[src/rtl/prol_pkg.sv]
// Shared types, widths and codes for the PI regulator with overcurrent lockout.
package prol_pkg;

   // Fraction bits of the fixed-point control law.
   localparam int FracBits = 24;

   // Field widths.
   localparam int SampleW = 16;
   localparam int GainW = 16;
   localparam int IntegW = 31;
   localparam int LimitW = 15;
   localparam int TicksW = 24;
   localparam int PwmW = 16;
   localparam int CsrAddrW = 3;
   localparam int CsrDataW = 31;

   // Arithmetic widths: error, gain products, integrator sum, positive sum magnitude.
   localparam int ErrW = SampleW + 1;
   localparam int ProdW = 2 * ErrW;
   localparam int SumW = ProdW + 1;
   localparam int MagW = SumW - 2;
   localparam int ScaleW = MagW + PwmW;
   localparam int ShW = ScaleW - FracBits;

   // Register indexes of the configuration port.
   localparam logic [CsrAddrW-1:0] RegSetpoint = 3'd0;
   localparam logic [CsrAddrW-1:0] RegKpGain = 3'd1;
   localparam logic [CsrAddrW-1:0] RegKiGain = 3'd2;
   localparam logic [CsrAddrW-1:0] RegIntegMax = 3'd3;
   localparam logic [CsrAddrW-1:0] RegCurrentLimit = 3'd4;
   localparam logic [CsrAddrW-1:0] RegLockoutTicks = 3'd5;
   localparam logic [CsrAddrW-1:0] RegPwmFull = 3'd6;

   // Reset values of the registers.
   localparam logic [GainW-1:0] SetpointRst = 16'd1600;
   localparam logic [GainW-1:0] KpGainRst = 16'd1573;
   localparam logic [GainW-1:0] KiGainRst = 16'd52;
   localparam logic [IntegW-1:0] IntegMaxRst = 31'd1677721600;
   localparam logic [LimitW-1:0] CurrentLimitRst = 15'd27306;
   localparam logic [TicksW-1:0] LockoutTicksRst = 24'd50000;
   localparam logic [PwmW-1:0] PwmFullRst = 16'd959;

   // Current register contents.
   typedef struct packed {
      logic [GainW-1:0]  setpoint;
      logic [GainW-1:0]  kp_gain;
      logic [GainW-1:0]  ki_gain;
      logic [IntegW-1:0] integ_max;
      logic [LimitW-1:0] current_limit;
      logic [TicksW-1:0] lockout_ticks;
      logic [PwmW-1:0]   pwm_full;
   } cfg_type;

   // Controller states.
   typedef enum logic [2:0] {
      S_IDLE,
      S_CHECK,
      S_CLAMP,
      S_SCALE,
      S_OUT
   } state_type;

   // Commands from the controller to the datapath.
   typedef struct packed {
      logic capture;
      logic check;
      logic clamp;
      logic scale;
      logic load_out;
   } cmd_type;

   // Status from the datapath to the controller.
   typedef struct packed {
      logic locked;
      logic out_free;
   } status_type;

endpackage

[src/rtl/prol_ctrl.sv]
// Controller state machine that sequences one control tick through the datapath.
module prol_ctrl
   import prol_pkg::*;
(
   input  logic       clock,
   input  logic       reset,
   input  logic       req_tvalid,
   output logic       req_tready,
   input  status_type status,
   output cmd_type    cmd
);

   state_type state_ff;
   state_type state_in;

   // Next state.
   always_comb begin
      state_in = state_ff;
      case (state_ff)
         S_IDLE:  if (req_tvalid) state_in = S_CHECK;
         S_CHECK: state_in = status.locked ? S_OUT : S_CLAMP;
         S_CLAMP: state_in = S_SCALE;
         S_SCALE: state_in = S_OUT;
         S_OUT:   if (status.out_free) state_in = S_IDLE;
         default: state_in = S_IDLE;
      endcase
   end

   // Outputs.
   always_comb begin
      cmd = '0;
      req_tready = 1'b0;
      case (state_ff)
         S_IDLE: begin
            req_tready = 1'b1;
            cmd.capture = req_tvalid;
         end
         S_CHECK: cmd.check = 1'b1;
         S_CLAMP: cmd.clamp = 1'b1;
         S_SCALE: cmd.scale = 1'b1;
         S_OUT:   cmd.load_out = status.out_free;
         default: cmd = '0;
      endcase
   end

   always_ff @(posedge clock) begin
      if (reset) begin
         state_ff <= S_IDLE;
      end else begin
         state_ff <= state_in;
      end
   end

   // An accepted beat is followed by a cycle with the input closed.
   assert property (@(posedge clock) disable iff (reset)
      req_tvalid && req_tready |=> !req_tready)
      else $error("input accepted twice in a row");

   // A tick found locked at the trip check goes on to the output state, skipping clamp and scale.
   assert property (@(posedge clock) disable iff (reset)
      cmd.check && status.locked |=> state_ff == S_OUT)
      else $error("lockout tick did not go to output");

endmodule

[config.mk]
export PLATFORM = sky130hd
export DESIGN_NAME = prol_ctrl
export DESIGN_NICKNAME = d
export VERILOG_FILES = /design/src/rtl/prol_pkg.sv /design/src/rtl/prol_ctrl.sv
export SDC_FILE = /design/constraint.sdc
export NUM_CORES = 1
export LEC_CHECK = 0
export BUFFER_PORTS_ARGS = -buffer_cell sky130_fd_sc_hd__buf_2
export CAP_MARGIN = 10
export CORE_AREA = 5 5 42 44
export DETAILED_ROUTE_END_ITERATION = 8
export DIE_AREA = 0 0 47 49
export PLACE_DENSITY_LB_ADDON = 0.05
export SETUP_SLACK_MARGIN = 0.3
export SYNTH_ARGS = -nofsm -noshare
export SYNTH_HDL_FRONTEND = slang
export SYNTH_SLANG_ARGS = --single-unit
[constraint.sdc]
create_clock -name clock -period 2.55 [get_ports clock]
set_clock_uncertainty 0.15 [all_clocks]
set_input_delay 0.3825 -clock clock [delete_from_list [all_inputs] [get_ports clock]]
set_output_delay 0.3825 -clock clock [all_outputs]
set_load 0.005 [all_outputs]
==> reports/results.ini, run 1 <==
[critical_path]
worstSetupPathType=reg2out
r2r_end=state_ff[2]
rr_startpoint=state_ff[2]
arrival_ns=1.16
worstPathMaxFanout=5
cp_data_required_time_ns=2.02
start_kind=flop
crit_path_end_kind=primary output
r2r_slack_ns=1.15
r2r_cells=3

[yosys]
synth_top_area_share=0.3750
avgSynthCellArea_um2=8.008
synth_area_um2=160.2
synth_area_leaders=dfxtp_1 38%, nor3_1 9.4%, and3_2 9.4%, a21oi_1 6.3%, nor4b_1 5.5%
synth_warnings=0
syn_inst=20
synth_nets=25
synth-seq-cells=3
yosys.area.top_type=dfxtp_1
yosysSeqAreaShare=0.3750
yosysUniqueCellTypes=14

[power]
p_leak_nw=0.1156
clockPowerShare=0.512
powerDensity_nw_per_um2=631.3
fin_total_pwr_mw=0.1588
switching_share=0.2406
peakVddDrop_v=0.0002595
pwr-share-seq=0.351
combPwrFrac=0.137
internal-power_mw=0.1206
switchingPower_mw=0.03820

[timing]
maxSlewViolCount=0
period_needed_ns=1.695
setup_violations=0
max_clock_freq_mhz=589.9
min_period_over_period=0.6648
worst_slew_pin_slew_ns=0.2995
rsz0062_at_grt=false
finalHoldViolCount=0
tns_ns=0
relSlewSlack=0.8001

[clock_network]
root_buffer=clkbuf_4
h-tree-depth=1
clock_path_buffers=2
post_cts_buffers=0
clock_sinks=3
cts_tree=yes
ctsResizeCount=0
clk_pin_slew_ns=0.04
clk_latency_ns=0.23
cts_hold_buf=0
numCtsBuffers=3

[layout]
largest_reg_flops=3
nets=39
n_antenna_cell=0
largest_register=state_ff
largest_registers=state_ff: 3 flops
syn2layout_area_growth_pct=57.03
fill_cells=174
drive_gt1_frac=0.4848

[outcome]
status=completed

[drt]
drtIter0Drc=1
wl_per_cell_um=10.24
dr_wl_met2_um=191
dr_total_vias=195
viasPerCell=3.980
wl_met3_um=103
routed.top_layer=met3
drc=0
antenna_left=0
wirelength_um=502
first_pass_iters=2
drt-met1-wl_um=206

[place]
dp_hpwl_um=404.2
gp_congestion=0.6230
port-buffer-count=10

[floorplanning]
fp-row-count=14
pin_count=11
die_area_um2=2303
die_y_um=49
die_width_um=47
start_util=0.1143
core_area_um2=1401

[run]
maxCapViolCount=0

[global_routing]
track_usage=0.04996
grt_pass1_vias=184
grt_pass1_wl_um=745
grt_max_degree=11
grt_overflow=0
antenna_found_initial=0

[hold_path]
hold_end=state_ff[1]
hp-class=in2reg
holdCritStartpoint=reset
min_path_cells=2

[area by class of cell]
type	instances	area, µm²	share of cell area
Timing Repair Buffer	10	50.05	0.1990
Clock buffer	4	26.28	0.1045
Multi-Input combinational cell	14	87.58	0.3483
Inverter	2	7.507	0.02985
Tap cell	16	20.02	0.07960
Sequential cell	3	60.06	0.2388
[kinds of logic (layout without fill, tap and decap cells)]
kind of cell | after synthesis | in the layout | synth area share
AO/OA/AOI/OAI | 3 | 3 | 0.1094
flip-flops | 3 | 3 | 0.3750
buffers and inverters | 3 | 16 | 0.07805
AND/OR/NAND/NOR | 11 | 11 | 0.4375
[placed cells by master (no fill, tap or decap), drive strengths merged]
cell,n
dfxtp,3
buf,10
or4,1
inv,2
nor2,1
nor3,3
nor4,1
o211ai,1
nor3b,1
and2,1
a21oi,2
nor4b,1
and3,2
clkbuf,4
[worst max path at each step]
stage | start | to | slack, ns | cells after the start
6_report | state_ff[2] | cmd[0] | 0.85 | 3
5_1_grt | state_ff[2] | cmd[0] | 0.78 | 3
4_1_cts | state_ff[2] | cmd[0] | 0.85 | 3
3_5_place_dp | state_ff[2] | cmd[0] | 1.09 | 3
3_3_place_gp | state_ff[2] | cmd[0] | 1.09 | 3
2_1_floorplan | state_ff[1] | cmd[4] | 1.17 | 3
[power groups by stage]
stage	Combinational (mW)	Sequential [mW]	Clock, mW
floorplan	0.0129	0.0533	0
global placement	0.0227	0.0565	0
detailed placement	0.0225	0.0563	0
CTS	0.0226	0.0556	0.0859
global route	0.0246	0.0560	0.0923
finish	0.0217	0.0557	0.0813
[cells in the mapped netlist]
cell and n:
nor4b_1 1, nor2_1 1, and3_2 2, a21oi_1 2, nor3_1 3, inv_1 1, nor4_1 1, inv_2 1
buf_2 1, o211ai_1 1, dfxtp_1 3, nor3b_1 1, or4_1 1, and2_1 1
[critical path, stage by stage (launching register included)]
cell and delay (ns):
dfxtp_1 0.43, inv_2 0.08, nor4b_1 0.27, buf_2 0.16
[metal layers]
layer	GRT usage	vias up
met3	0.06273	0
met4	0.02765	0
li1	-	101
met2	0.04751	12
met1	0.05921	82
met5	0	-
[per-stage QoR]
stage / hold WS, ns / instance area [µm²] / instances / worst slack [ns] / util
after floorplan: 0.3016 / 160.2 / 20 / 1.169 / -
final: 0.2023 / 251.5 / 49 / 0.8547 / 0.1795
after global placement: 0.4191 / 225.2 / 45 / 1.090 / 0.1607
after CTS: 0.1999 / 251.5 / 49 / 0.8452 / 0.1795
after detailed placement: 0.4072 / 225.2 / 45 / 1.094 / 0.1607
after global routing: 0.2168 / 251.5 / 49 / 0.7808 / 0.1795
No activity file was read; power rests on OpenSTA's default activity.
==> run 2: changes to the inputs <==
Clock period 2.55 ns to 1.65 ns, I/O delays scaled along.
==> run 2 against run 1 <==
Via count is 8.2% higher. Critical path type unchanged. Highest routed layer unchanged. Largest cell class unchanged. Hold slack lost 0.15 ns. Core utilization grew 6.8 points.
==> reports/results.ini, run 2 (synthesis gave the netlist of run 1 again) <==
[layout]
largest_registers=state_ff: 3 flops
largest_reg_flops=3  ; unchanged
multi_input_area_um2=123.9  ; +41%
syn2layout_area_growth_pct=116.4
nets=43  ; +10%
layout_common_cells=8 x buf_2, 4 x buf_4, 3 x clkbuf_4, 3 x dfxtp_4
regArea_um2=71.32  ; +19%
layout_commonest_cell=buf_2
largest_register=state_ff
drive_gt1_frac=0.7838  ; +0.2989
fill_cells=173  ; -0.57%
n_antenna_cell=0  ; unchanged

[timing]
finalHoldViolCount=0  ; unchanged
min_period_over_period=0.8533
worst_slew_pin_slew_ns=0.2164  ; -0.08309 ns
period_needed_ns=1.408
maxSlewViolCount=0  ; unchanged
rsz0062_at_grt=true
max_clock_freq_mhz=710.3
relSlewSlack=0.8551  ; +0.05503
setup_violations=0  ; unchanged
tns_ns=0  ; unchanged

[floorplanning]
pin_count=11  ; unchanged
fp-row-count=14  ; unchanged
die_y_um=49  ; unchanged
die_width_um=47  ; unchanged
core_area_um2=1401  ; unchanged
start_util=0.1143  ; unchanged
die_area_um2=2303  ; unchanged

[global_routing]
track_usage=0.06470  ; +0.01473
grt_pass1_wl_um=1041  ; +40%
grt_pass1_vias=217  ; +18%
antenna_found_initial=0  ; unchanged
grt_max_degree=11  ; unchanged
grt_overflow=0  ; unchanged

[critical_path]
worstPathMaxFanout=5  ; unchanged
rr_startpoint=state_ff[2]
worstSetupEndpoint=cmd[0]
start_kind=flop
r2r_slack_ns=0.36  ; -0.79 ns
crit_path_end_kind=primary output
worstSetupPathType=reg2out
crit_path_start=state_ff[2]
r2r_cells=3  ; unchanged
cp_data_required_time_ns=1.25  ; -0.77 ns
arrival_ns=1.01  ; -0.15 ns
r2r_end=state_ff[2]

[power]
switching_share=0.2516  ; +0.01095
powerDensity_nw_per_um2=771.8  ; +22%
fin_total_pwr_mw=0.2675  ; +69%
peakVddDrop_v=0.0002811  ; +8.3%
combPwrFrac=0.204  ; +0.067
p_leak_nw=0.1441  ; +25%
internal-power_mw=0.2002  ; +66%
switchingPower_mw=0.06729  ; +76%
pwr-share-seq=0.331  ; -0.020
clockPowerShare=0.465  ; -0.047

[drt]
drc=0  ; unchanged
antenna_left=0  ; unchanged
drtIter0Drc=0  ; -1
wl_per_cell_um=10.87  ; +6.1%
dr_total_vias=211  ; +8.2%
wirelength_um=576  ; +15%
viasPerCell=3.981  ; about the same
first_pass_iters=1  ; -1

[hold_path]
hp-class=in2reg

[clock_network]
clock_sinks=3  ; unchanged
clk_latency_ns=0.23  ; about the same
cts_hold_buf=0  ; unchanged
cts_tree=yes
clk_pin_slew_ns=0.03  ; about the same
clock_path_buffers=2  ; unchanged
numCtsBuffers=3  ; unchanged
h-tree-depth=1  ; unchanged
root_buffer=clkbuf_4

[place]
gp_congestion=0.6580  ; +5.6%
port-buffer-count=10  ; unchanged
dp_hpwl_um=400.4  ; -0.94%

[run]
maxCapViolCount=0  ; unchanged

[outcome]
status=completed

run 2: cell count changes in the layout (fill, tap and decap cells not counted), sizes merged:
cell	before	now
buf	10	14
run 2: area by class of cell:
type                            instances  share of cell area
Sequential cell                         3              0.2058
Clock buffer                            4             0.07581
Timing Repair Buffer                   14              0.2671
Inverter                                2             0.03610
Tap cell                               16             0.05776
Multi-Input combinational cell         14              0.3574
run 2: power by group through the flow:
stage,logic [mW],registers (mW),clock network (mW)
2_1_floorplan,0.0200,0.0823,0
3_3_place_gp,0.0353,0.0880,0
3_5_place_dp,0.0346,0.0870,0
4_1_cts,0.0470,0.0868,0.134
5_1_grt,0.0615,0.0905,0.137
6_report,0.0545,0.0886,0.124
run 2: worst max-delay path: stages, from the launching register on:
cell	delay (ns)
dfxtp_4	0.38
inv_4	0.05
nor4b_2	0.19
buf_2	0.15
run 2: how the worst min path moves through the flow:
stage               startpoint     endpoint  slack, ns  cells after the start
finish                   reset  state_ff[2]       0.06                      2
global route             reset  state_ff[2]       0.05                      2
CTS                      reset  state_ff[2]       0.05                      2
detailed placement       reset  state_ff[2]       0.30                      2
global placement         reset  state_ff[2]       0.30                      2
floorplan                reset  state_ff[2]       0.17                      1
run 2: metal layers:
layer | up-vias | track usage | share of wire
met5 | - | 0 | 0
met1 | 92 | 0.08315 | 0.41
met3 | 0 | 0.02214 | 0.14
met2 | 10 | 0.07466 | 0.45
li1 | 109 | - | -
met4 | 0 | 0.06912 | 0
run 2: through the flow:
stage / cell area [µm²] / util / std cells / hold WS (ns) / setup WS, ns
global placement: 225.2 / 0.1607 / 45 / 0.2965 / 0.2478
detailed placement: 225.2 / 0.1607 / 45 / 0.3045 / 0.2852
CTS: 312.8 / 0.2232 / 52 / 0.04799 / 0.2167
finish: 346.6 / 0.2473 / 53 / 0.05678 / 0.2421
floorplan: 160.2 / - / 20 / 0.1666 / 0.3767
global route: 346.6 / 0.2473 / 53 / 0.05234 / 0.1796
run 2: repair_timing:
action	in CTS	in global routing
setup endpoints to repair	7	8
buffers inserted	3	1
endpoints found under the hold margin	0	0
gates resized for setup	13	6
pin swaps	3	1
