`src/rtl/prol_pkg.sv`:
```
// Shared types, widths and codes for the PI regulator with overcurrent lockout.
package prol_pkg;

   // Fraction bits of the fixed-point control law.
   localparam int FracBits = 24;

   // Field widths.
   localparam int SampleW = 16;
   localparam int GainW = 16;
   localparam int IntegW = 31;
   localparam int LimitW = 15;
   localparam int TicksW = 24;
   localparam int PwmW = 16;
   localparam int CsrAddrW = 3;
   localparam int CsrDataW = 31;

   // Arithmetic widths: error, gain products, integrator sum, positive sum magnitude.
   localparam int ErrW = SampleW + 1;
   localparam int ProdW = 2 * ErrW;
   localparam int SumW = ProdW + 1;
   localparam int MagW = SumW - 2;
   localparam int ScaleW = MagW + PwmW;
   localparam int ShW = ScaleW - FracBits;

   // Register indexes of the configuration port.
   localparam logic [CsrAddrW-1:0] RegSetpoint = 3'd0;
   localparam logic [CsrAddrW-1:0] RegKpGain = 3'd1;
   localparam logic [CsrAddrW-1:0] RegKiGain = 3'd2;
   localparam logic [CsrAddrW-1:0] RegIntegMax = 3'd3;
   localparam logic [CsrAddrW-1:0] RegCurrentLimit = 3'd4;
   localparam logic [CsrAddrW-1:0] RegLockoutTicks = 3'd5;
   localparam logic [CsrAddrW-1:0] RegPwmFull = 3'd6;

   // Reset values of the registers.
   localparam logic [GainW-1:0] SetpointRst = 16'd1600;
   localparam logic [GainW-1:0] KpGainRst = 16'd1573;
   localparam logic [GainW-1:0] KiGainRst = 16'd52;
   localparam logic [IntegW-1:0] IntegMaxRst = 31'd1677721600;
   localparam logic [LimitW-1:0] CurrentLimitRst = 15'd27306;
   localparam logic [TicksW-1:0] LockoutTicksRst = 24'd50000;
   localparam logic [PwmW-1:0] PwmFullRst = 16'd959;

   // Current register contents.
   typedef struct packed {
      logic [GainW-1:0]  setpoint;
      logic [GainW-1:0]  kp_gain;
      logic [GainW-1:0]  ki_gain;
      logic [IntegW-1:0] integ_max;
      logic [LimitW-1:0] current_limit;
      logic [TicksW-1:0] lockout_ticks;
      logic [PwmW-1:0]   pwm_full;
   } cfg_type;

   // Controller states.
   typedef enum logic [2:0] {
      S_IDLE,
      S_CHECK,
      S_CLAMP,
      S_SCALE,
      S_OUT
   } state_type;

   // Commands from the controller to the datapath.
   typedef struct packed {
      logic capture;
      logic check;
      logic clamp;
      logic scale;
      logic load_out;
   } cmd_type;

   // Status from the datapath to the controller.
   typedef struct packed {
      logic locked;
      logic out_free;
   } status_type;

endpackage

```
`src/rtl/prol_csr.sv`:
```
// Configuration register file with reset values and index decode.
module prol_csr
   import prol_pkg::*;
(
   input  logic                clock,
   input  logic                reset,
   input  logic                csr_we,
   input  logic [CsrAddrW-1:0] csr_addr,
   input  logic [CsrDataW-1:0] csr_wdata,
   output cfg_type             cfg
);

   cfg_type cfg_ff;
   cfg_type cfg_in;

   // Decode one write; unknown indexes leave everything unchanged.
   always_comb begin
      cfg_in = cfg_ff;
      if (csr_we) begin
         case (csr_addr)
            RegSetpoint:     cfg_in.setpoint = csr_wdata[GainW-1:0];
            RegKpGain:       cfg_in.kp_gain = csr_wdata[GainW-1:0];
            RegKiGain:       cfg_in.ki_gain = csr_wdata[GainW-1:0];
            RegIntegMax:     cfg_in.integ_max = csr_wdata[IntegW-1:0];
            RegCurrentLimit: cfg_in.current_limit = csr_wdata[LimitW-1:0];
            RegLockoutTicks: cfg_in.lockout_ticks = csr_wdata[TicksW-1:0];
            RegPwmFull:      cfg_in.pwm_full = csr_wdata[PwmW-1:0];
            default:         cfg_in = cfg_ff;
         endcase
      end
   end

   always_ff @(posedge clock) begin
      if (reset) begin
         cfg_ff.setpoint <= SetpointRst;
         cfg_ff.kp_gain <= KpGainRst;
         cfg_ff.ki_gain <= KiGainRst;
         cfg_ff.integ_max <= IntegMaxRst;
         cfg_ff.current_limit <= CurrentLimitRst;
         cfg_ff.lockout_ticks <= LockoutTicksRst;
         cfg_ff.pwm_full <= PwmFullRst;
      end else begin
         cfg_ff <= cfg_in;
      end
   end

   assign cfg = cfg_ff;

endmodule

```
`config.mk`:
```
export PLATFORM = sky130hd
export DESIGN_NAME = prol_csr
export DESIGN_NICKNAME = d
export VERILOG_FILES = /design/src/rtl/prol_pkg.sv /design/src/rtl/prol_csr.sv
export SDC_FILE = /design/constraint.sdc
export NUM_CORES = 1
export LEC_CHECK = 0
export ABC_AREA = 1
export BUFFER_PORTS_ARGS = -buffer_cell sky130_fd_sc_hd__buf_2
export CAP_MARGIN = 20
export CORE_ASPECT_RATIO = 0.7
export CORE_MARGIN = 2
export CORE_UTILIZATION = 40
export CTS_BUF_LIST = sky130_fd_sc_hd__clkbuf_4 sky130_fd_sc_hd__clkbuf_8 sky130_fd_sc_hd__clkbuf_16
export DETAILED_ROUTE_END_ITERATION = 8
export PLACE_DENSITY_LB_ADDON = 0.05
export RECOVER_POWER = 100
export SETUP_SLACK_MARGIN = 0.4
export SLEW_MARGIN = 20
export SYNTH_ARGS = -nofsm -noshare
export SYNTH_HDL_FRONTEND = slang
export SYNTH_SLANG_ARGS = --single-unit
```
`constraint.sdc`:
```
create_clock -name clock -period 1.35 [get_ports clock]
set_input_delay 0.27 -clock clock [delete_from_list [all_inputs] [get_ports clock]]
set_output_delay 0.27 -clock clock [all_outputs]
set_load 0.005 [all_outputs]
```
==> results of run 1 <==
[final cells by class]
cell class	count	share of cell area
clock inverter	15	0.0230
multi-input combinational	523	0.297
timing repair buffer	200	0.210
inverter	35	0.0183
clock buffer	17	0.0580
tap	162	0.0277
sequential	134	0.366
[what timing repair did]
item / in CTS / in global routing
setup endpoints to repair: 134 / 155
endpoints found under the hold margin: 0 / 0
gates resized for setup: 161 / 32
setup buffers: 7 / 3
[cell usage in the layout, fill, tap and decap left out]
cell type,Yosys,routed
inv_8,0,1
inv_1,29,30
nor2_2,7,4
nand3_1,134,134
nor2_1,198,196
clkinv_2,0,1
clkbuf_16,0,17
inv_4,0,1
clkbuf_4,0,1
clkinvlp_4,0,3
clkbuf_1,11,2
dfxtp_1,134,134
inv_2,6,4
buf_2,23,112
nand2_1,184,184
buf_6,0,57
nor2_4,0,5
buf_12,0,9
clkbuf_2,0,1
buf_4,0,18
clkinv_4,0,3
inv_6,0,5
bufinv_16,0,2
[metrics by stage]
step,utilization,power (uW),instance area [um2],hold WS (ns)
6_report,0.586,9810,7330,0.0726
5_1_grt,0.586,10200,7330,0.0754
4_1_cts,0.585,9870,7320,0.0682
3_5_place_dp,0.506,5160,6330,0.441
3_3_place_gp,0.506,5140,6330,0.435
2_1_floorplan,-,4750,5260,0.383
[kinds of logic (layout without fill, tap and decap cells)]
family | Yosys count | in the layout | share of synthesized area
flip-flops | 134 | 134 | 0.520
buffers and inverters | 79 | 267 | 0.0631
AND/OR/NAND/NOR | 523 | 523 | 0.417
[worst paths after layout]
path / end / depth (start not counted) / startpoint / slack [ns]
hold reg to reg: cfg[3] / 2 / cfg[3] / 0.46
hold / removal: cfg[84] / 3 / csr_wdata[29] / 0.07
setup / recovery: cfg[101] / 1 / cfg[101] / 0.17
setup reg to reg: cfg[117] / 3 / cfg[117] / 0.64
[metal layers]
metal,track usage,up-vias
met5,0,-
met4,0.0662,0
met3,0.0632,15
met2,0.362,189
met1,0.333,2428
li1,-,2648
[power groups by stage]
stage / registers (uW) / clock network (uW) / logic (uW)
2_1_floorplan: 4260 / 0 / 492
3_3_place_gp: 4250 / 0 / 892
3_5_place_dp: 4250 / 0 / 904
4_1_cts: 4200 / 4720 / 950
5_1_grt: 4200 / 4900 / 1080
6_report: 4180 / 4650 / 977
==> metrics.cfg, run 1 <==
[timing]
hold_viol=0
finalMaxSlewViolations=0
tightest_slew_ns=0.435
skew_ns=0
period_share=0.877
layout_setup_ws_ns=0.166
fin_setup_tns_ns=0
grt_setup_unrepaired=true
clock.fmax_ghz=0.845
setup_viol=0
max_slew_margin=0.710
fin_crit_ns=1.18

[synthesis]
async_flop_share=0
synthesis.area_um2=5160
synthFlopType=dfxtp_1
synthTopCellsByArea=dfxtp_1 (52%), nor2_1 (14%), nand2_1 (13%)
syn_nets=773
synthCells=736
synth_edf_count=0
ys_warn_count=0
yosysMostFrequentCell=nor2_1
yosys.area.top_type=dfxtp_1
synthTopCellsByCount=nor2_1 (198), nand2_1 (184), dfxtp_1 (134), nand3_1 (134), inv_1 (29)
yosysTopAreaCellShare=0.520
seq_area_frac_synth=0.520
synth.avg_cell_area_um2=7.01
synth_seq_cells=134
ys_types=10

[power_and_ir_drop]
comb_power_share=0.099
p_leak_uw=0.00358
clkPwrFrac=0.474
p_int_uw=7270
swShare=0.259
ir_drop_v=0.000937
power_frac_seq=0.426
p_per_area_nw_per_um2=1340
p_switching_uw=2540

[cts]
path_clk_slew_ns=0.06
cts_tree=built
cts.sinks=134
cts_root_buf=clkbuf_16
htreeDepth=4
cts_made_buffers=17
clkLatencyLatePin_ns=0.41
cts_hold_buffers=0
clock_path_buffers=2

[critical_path]
critPathKind=reg -> out
critical_path_arrival_ns=0.91
crit_fanout=2
cp_num_buf_inv=1
cp_slowest_cell=dfxtp_1
critPathRequiredTime_ns=1.08
cp-start-kind=flip-flop
path_cells=buf_6
critPathMaxStageDelay_ns=0.39
end_kind=primary output
cp_top_family=flip-flops

[routing]
drt-total-wl_um=16500
post_drt_wl_per_cell_um=15.2
drcViolationCount=0
drt_iter0_drc=378
top_layer_used=met4
wl_met3_um=1330
final_antenna_net_count=0
firstDrtPassIters=5
via_count=5280
wl_met1_um=7710
vias_per_cell=4.86
wl_met2_um=7200

[layout]
final_cell_count_no_fill=1086
seq_area_um2=2680
largest_reg_flops=134
nets=948
n_antenna_cell=0
multiInputGateArea_um2=2180
drive_gt1_frac=0.264
syn2layout_area_growth_pct=42.1
fillerInstances=1227

[placement]
io_buffers=170
place_ws_ns=0.0295
dpl.hpwl_um=11500
dp.cells=1044
gp_congestion=0.864

[global_routing]
grt_pass1_wl_um=25800
antenna_found_initial=0
gr-total-overflow=0
grt_pass1_vias=4949
grt_max_degree=45
grt.total_usage=0.237

[flow_run]
maxCapViolations=0

[die]
initial_core_util=0.412
pin_count=171
die_y_um=99.0
rows=34
dieArea_um2=13800
core_um2=12500
die_w_um=140

[status]
status=completed

[worst_hold_path]
hold_path.class=in -> reg

(Power assumes the default switching activity.)
==> run 2: changes to the inputs <==
--- a/config.mk
+++ b/config.mk
@@ -8,7 +8,7 @@
 export ABC_AREA = 1
 export BUFFER_PORTS_ARGS = -buffer_cell sky130_fd_sc_hd__buf_2
 export CAP_MARGIN = 20
-export CORE_ASPECT_RATIO = 0.7
+export CORE_ASPECT_RATIO = 1.2
 export CORE_MARGIN = 2
 export CORE_UTILIZATION = 40
 export CTS_BUF_LIST = sky130_fd_sc_hd__clkbuf_4 sky130_fd_sc_hd__clkbuf_8 sky130_fd_sc_hd__clkbuf_16
==> run 2 against run 1 <==
Clock power shrank 6.5%. Non-clock buffer count is 1 lower. Cell area fell by 1.4%. Die area is essentially flat. Maximum frequency down 0.42%. First-iteration DRC count shrank 38%. Cell count is the same. Critical endpoint is now cfg[114].
==> metrics.cfg, run 2 (synthesized netlist as in run 1, its figures left out) <==
[critical_path]
r2r_start=cfg[87]
cp_top_family=flip-flops
critPathKind=reg -> out
end_kind=primary output
cp_slowest_cell=dfxtp_1
cp_num_buf_inv=1  ; unchanged
cp-start-kind=flip-flop
critPathMaxStageDelay_ns=0.39  ; about the same
cp-startpoint=cfg[114]
path_cells=buf_6
crit_fanout=2  ; unchanged
critPathRequiredTime_ns=1.08  ; about the same
critical_path_arrival_ns=0.92  ; about the same

[cts]
cts_root_buf=clkbuf_16
cts_hold_buffers=0  ; unchanged
clkLatencyLatePin_ns=0.41  ; about the same
path_clk_slew_ns=0.06  ; about the same
htreeDepth=4  ; unchanged
cts_tree=built
clock_path_buffers=2  ; unchanged
cts.sinks=134  ; unchanged
cts_made_buffers=17  ; unchanged

[power_and_ir_drop]
power_uw=9490  ; -3.3%
swShare=0.251  ; -0.00788
ir_drop_v=0.000739  ; -21%
power_frac_seq=0.441  ; +0.015
p_per_area_nw_per_um2=1310  ; -1.9%
clkPwrFrac=0.458  ; -0.016
comb_power_share=0.101  ; +0.002
p_leak_uw=0.00354  ; -1.2%
p_switching_uw=2380  ; -6.2%
p_int_uw=7110  ; -2.3%

[timing]
fin_hold_ws_ns=0.0768  ; +0.00428 ns
finalMaxSlewViolations=0  ; unchanged
clock.fmax_ghz=0.841  ; -0.42%
skew_ns=0  ; unchanged
grt_setup_unrepaired=true
tightest_slew_ns=0.481  ; +0.0463 ns
period_share=0.881  ; +0.00370
fin_crit_ns=1.19  ; +0.00500 ns
setup_viol=0  ; unchanged
max_slew_margin=0.679  ; -0.0302
hold_viol=0  ; unchanged

[status]
status=completed

[global_routing]
gr-total-overflow=0  ; unchanged
grt_pass1_vias=4920  ; -0.59%
antenna_found_initial=0  ; unchanged
grt_max_degree=48  ; +6.7%
grt_pass1_wl_um=25400  ; -1.3%
grt.total_usage=0.241  ; +0.00391

[die]
die_y_um=128  ; +30%
pin_count=171  ; unchanged
core_um2=12600  ; +0.84%
dieArea_um2=13800  ; about the same
die_w_um=108  ; -23%
rows=45  ; +32%
initial_core_util=0.409  ; -0.00344

[routing]
drt-total-wl_um=16600  ; +0.51%
firstDrtPassIters=4  ; -1
drt_iter0_drc=236  ; -38%
drcViolationCount=0  ; unchanged
via_count=5282  ; +0.038%
post_drt_wl_per_cell_um=15.3  ; +0.51%
vias_per_cell=4.86  ; about the same
final_antenna_net_count=0  ; unchanged

[layout]
nets=947  ; -0.11%
final_util=0.573  ; -0.0131
drive_gt1_frac=0.259  ; -0.00485
n_antenna_cell=0  ; unchanged
final_cell_count_no_fill=1086  ; unchanged
layout_common_cells=nor2_1 (201), nand2_1 (181), nand3_1 (134), dfxtp_1 (134), buf_2 (123)
mostFrequentLayoutCell=nor2_1
largest_reg_flops=134  ; unchanged
design_area_um2=7230  ; -1.4%
syn2layout_area_growth_pct=40.1

[placement]
place_area_um2=6410  ; +1.3%
dpl.hpwl_um=11500  ; +0.32%
io_buffers=170  ; unchanged
gp_congestion=0.816  ; -5.5%
dp.cells=1048  ; +0.38%

[flow_run]
maxCapViolations=0  ; unchanged

[worst_hold_path]
hold_path.class=in -> reg
holdCritStartpoint=csr_wdata[26]

-- run 2: changes by cell type in the layout (fill, tap and decap cells not counted), moves of 5 or more --
| cell | previous run | this run |
|---|---|---|
| inv_6 | 5 | 0 |
| buf_2 | 112 | 123 |
| nor2_1 | 196 | 201 |
| buf_6 | 57 | 46 |
| buf_4 | 18 | 13 |
-- run 2: layout make-up --
type | count | area, um2
Fill cell | 1315 | 5390
Inverter | 35 | 134
Sequential cell | 134 | 2680
Clock buffer | 19 | 453
Clock inverter | 12 | 106
Timing Repair Buffer | 199 | 1480
Multi-Input combinational cell | 523 | 2160
Tap cell | 164 | 205
-- run 2: power groups by stage --
stage	clock network, uW	logic, uW	registers [uW]
after CTS	4410	964	4200
after detailed placement	0	928	4260
final	4350	960	4180
after floorplan	0	492	4260
after global placement	0	918	4250
after global routing	4630	1070	4200
-- run 2: timing repair --
item,in CTS,in global routing
resized for setup,151,32
cloned,0,0
endpoints found under the hold margin,0,0
buffers inserted,5,2
setup endpoints to repair,134,151
-- run 2: routing by layer --
metal / up-vias / part of all wire / GRT usage
met5: - / 0 / 0
met2: 172 / 0.51 / 0.414
li1: 2637 / - / -
met3: 9 / 0.073 / 0.0608
met4: 0 / 0.0072 / 0.0611
met1: 2464 / 0.41 / 0.302
-- run 2: path summary, 6_finish.rpt --
| check | endpoint | slack (ns) | cells past startpoint |
|---|---|---|---|
| worst max-delay path | cfg[114] | 0.16 | 1 |
| worst min-delay path | cfg[81] | 0.08 | 3 |
| worst max register to register | cfg[87] | 0.66 | 3 |
| worst min register to register | cfg[9] | 0.45 | 2 |
-- run 2: through the flow --
step	setup TNS, ns	worst slack, ns
2_1_floorplan	0	0.388
4_1_cts	0	0.202
5_1_grt	0	0.124
3_3_place_gp	0	0.0656
6_report	0	0.161
3_5_place_dp	-0.0445	-0.0225
==> run 3: changes to the inputs <==
--- a/config.mk
+++ b/config.mk
@@ -6,7 +6,7 @@
 export NUM_CORES = 1
 export LEC_CHECK = 0
 export ABC_AREA = 1
-export BUFFER_PORTS_ARGS = -buffer_cell sky130_fd_sc_hd__buf_2
+export BUFFER_PORTS_ARGS = -buffer_cell sky130_fd_sc_hd__buf_4
 export CAP_MARGIN = 20
 export CORE_ASPECT_RATIO = 1.2
 export CORE_MARGIN = 2
==> run 3 against run 2 <==
Cell count rose by 0.37%. Utilization increased by 6.1 points. Via count is 1.6% higher. Setup slack worse by 0.027 ns. Count of clock-buffer cells in the layout grew 2. Clock skew did not move. Non-clock buffer count increased by 3. Register-to-register slack worse by 0.15 ns. Clock power grew 19%. Sequential share of layout area fell by 3.6 points. Power increased by 10%. Flip-flop and latch count did not move. Critical path type unchanged.
==> metrics.cfg, run 3 (synthesized netlist as in run 1, its figures left out) <==
[status]
status=completed

[layout]
multiInputGateArea_um2=2160  ; unchanged
nets=950  ; +0.32%
largest_reg_flops=134  ; unchanged
n_antenna_cell=0  ; unchanged
final_cell_count_no_fill=1090  ; +0.37%
fillerInstances=1193  ; -9.3%
seq_area_um2=2680  ; unchanged
syn2layout_area_growth_pct=55.1
layout_common_cells=nor2_1 (197), nand2_1 (183), nand3_1 (134), dfxtp_1 (134), buf_6 (134)
design_area_um2=8000  ; +11%
mostFrequentLayoutCell=nor2_1
drive_gt1_frac=0.265  ; +0.00536

[critical_path]
cp_num_buf_inv=1  ; unchanged
cp_num_cells=1  ; unchanged
critPathKind=reg -> out
timing.rr.end=cfg[122]
timing.reg2reg.setup_slack_ns=0.51  ; -0.15 ns
end_kind=primary output
critical_path_arrival_ns=0.95  ; +0.03 ns
rr_worst_depth=4  ; +1
cp_top_family=flip-flops
r2r_start=cfg[122]
cp-start-kind=flip-flop
critPathRequiredTime_ns=1.08  ; about the same
critPathMaxStageDelay_ns=0.41  ; +0.02 ns
cp-startpoint=cfg[118]
cp_slowest_cell=dfxtp_1
path_cells=buf_6
crit_fanout=2  ; unchanged

[timing]
clock.fmax_ghz=0.822  ; -2.2%
period_share=0.901  ; +0.0201
finalMaxSlewViolations=0  ; unchanged
grt_setup_unrepaired=true
tightest_slew_ns=0.679  ; +0.198 ns
fin_crit_ns=1.22  ; +0.0272 ns
setup_viol=0  ; unchanged
max_slew_margin=0.547  ; -0.132
hold_viol=0  ; unchanged
fin_hold_ws_ns=0.0618  ; -0.0151 ns
skew_ns=0  ; unchanged

[routing]
post_drt_wl_per_cell_um=15.4  ; +1.1%
drcViolationCount=0  ; unchanged
vias_per_cell=4.92  ; +1.2%
drt-total-wl_um=16800  ; +1.5%
final_antenna_net_count=0  ; unchanged
via_count=5365  ; +1.6%
firstDrtPassIters=5  ; +1
drt_iter0_drc=251  ; +6.4%

[placement]
dpl.hpwl_um=11500  ; -0.28%
dp.cells=1045  ; -0.29%
io_buffers=170  ; unchanged
place_area_um2=6780  ; +5.7%
gp_congestion=0.803  ; -1.7%

[global_routing]
antenna_found_initial=0  ; unchanged
gr-total-overflow=0  ; unchanged
grt_pass1_wl_um=26000  ; +2.4%
grt_pass1_vias=5142  ; +4.5%
grt_max_degree=53  ; +10%
grt.total_usage=0.246  ; +0.00484

[die]
die_w_um=108  ; unchanged
core_um2=12600  ; unchanged
pin_count=171  ; unchanged
dieArea_um2=13800  ; unchanged
die_y_um=128  ; unchanged
initial_core_util=0.409  ; unchanged
rows=45  ; unchanged

[cts]
cts_root_buf=clkbuf_16
htreeDepth=4  ; unchanged
cts_hold_buffers=0  ; unchanged
clock_path_buffers=2  ; unchanged
cts.sinks=134  ; unchanged
cts_made_buffers=17  ; unchanged
cts_tree=built
clkLatencyLatePin_ns=0.42  ; about the same
path_clk_slew_ns=0.06  ; about the same

[power_and_ir_drop]
ir_drop_v=0.000749  ; +1.4%
p_leak_uw=0.00378  ; +6.7%
p_per_area_nw_per_um2=1310  ; -0.17%

[worst_hold_path]
whs_endpoint=cfg[53]
whs_path_depth=3  ; unchanged
hold_path.class=in -> reg
holdCritStartpoint=csr_wdata[13]

[flow_run]
maxCapViolations=0  ; unchanged

-- run 3: worst max-delay path by stage --
stage                     endpoint  slack (ns)
after floorplan           cfg[118]        0.39
after global placement     cfg[54]        0.06
after detailed placement   cfg[43]       -0.02
after CTS                 cfg[118]        0.19
after global routing       cfg[39]         0.1
final                     cfg[118]        0.13
-- run 3: what timing repair did --
item	CTS	global route
gates cloned	0	0
pin swaps	0	0
setup endpoints to repair	134	150
resized for setup	268	3
setup buffers	10	3
-- run 3: power by group --
part	total [uW]	internal [uW]	switching [uW]
clock	5190	3420	1760
sequential	4200	4100	106
combinational	1100	533	563
total	10500	8050	2430
-- run 3: through the flow --
stage	TNS (ns)	util	total power [uW]	setup WS, ns
after detailed placement	-0.0293	0.538	5270	-0.0163
final	0	0.634	10500	0.134
after CTS	0	0.649	10600	0.190
after global routing	0	0.634	10900	0.0950
after floorplan	0	-	4750	0.388
after global placement	0	0.538	5260	0.0621
-- run 3: per-layer routing --
metal,vias to the layer above,global-route usage,part of all wire
met5,-,0,0
met4,0,0.0920,0.017
met3,21,0.0517,0.064
met2,200,0.420,0.50
met1,2498,0.305,0.42
li1,2646,-,-
-- run 3: layout make-up --
class / count / area share
clock buffer: 21 / 0.0585
multi-input combinational: 523 / 0.270
tap: 164 / 0.0257
inverter: 35 / 0.0167
sequential: 134 / 0.335
clock inverter: 11 / 0.0246
timing repair buffer: 202 / 0.269
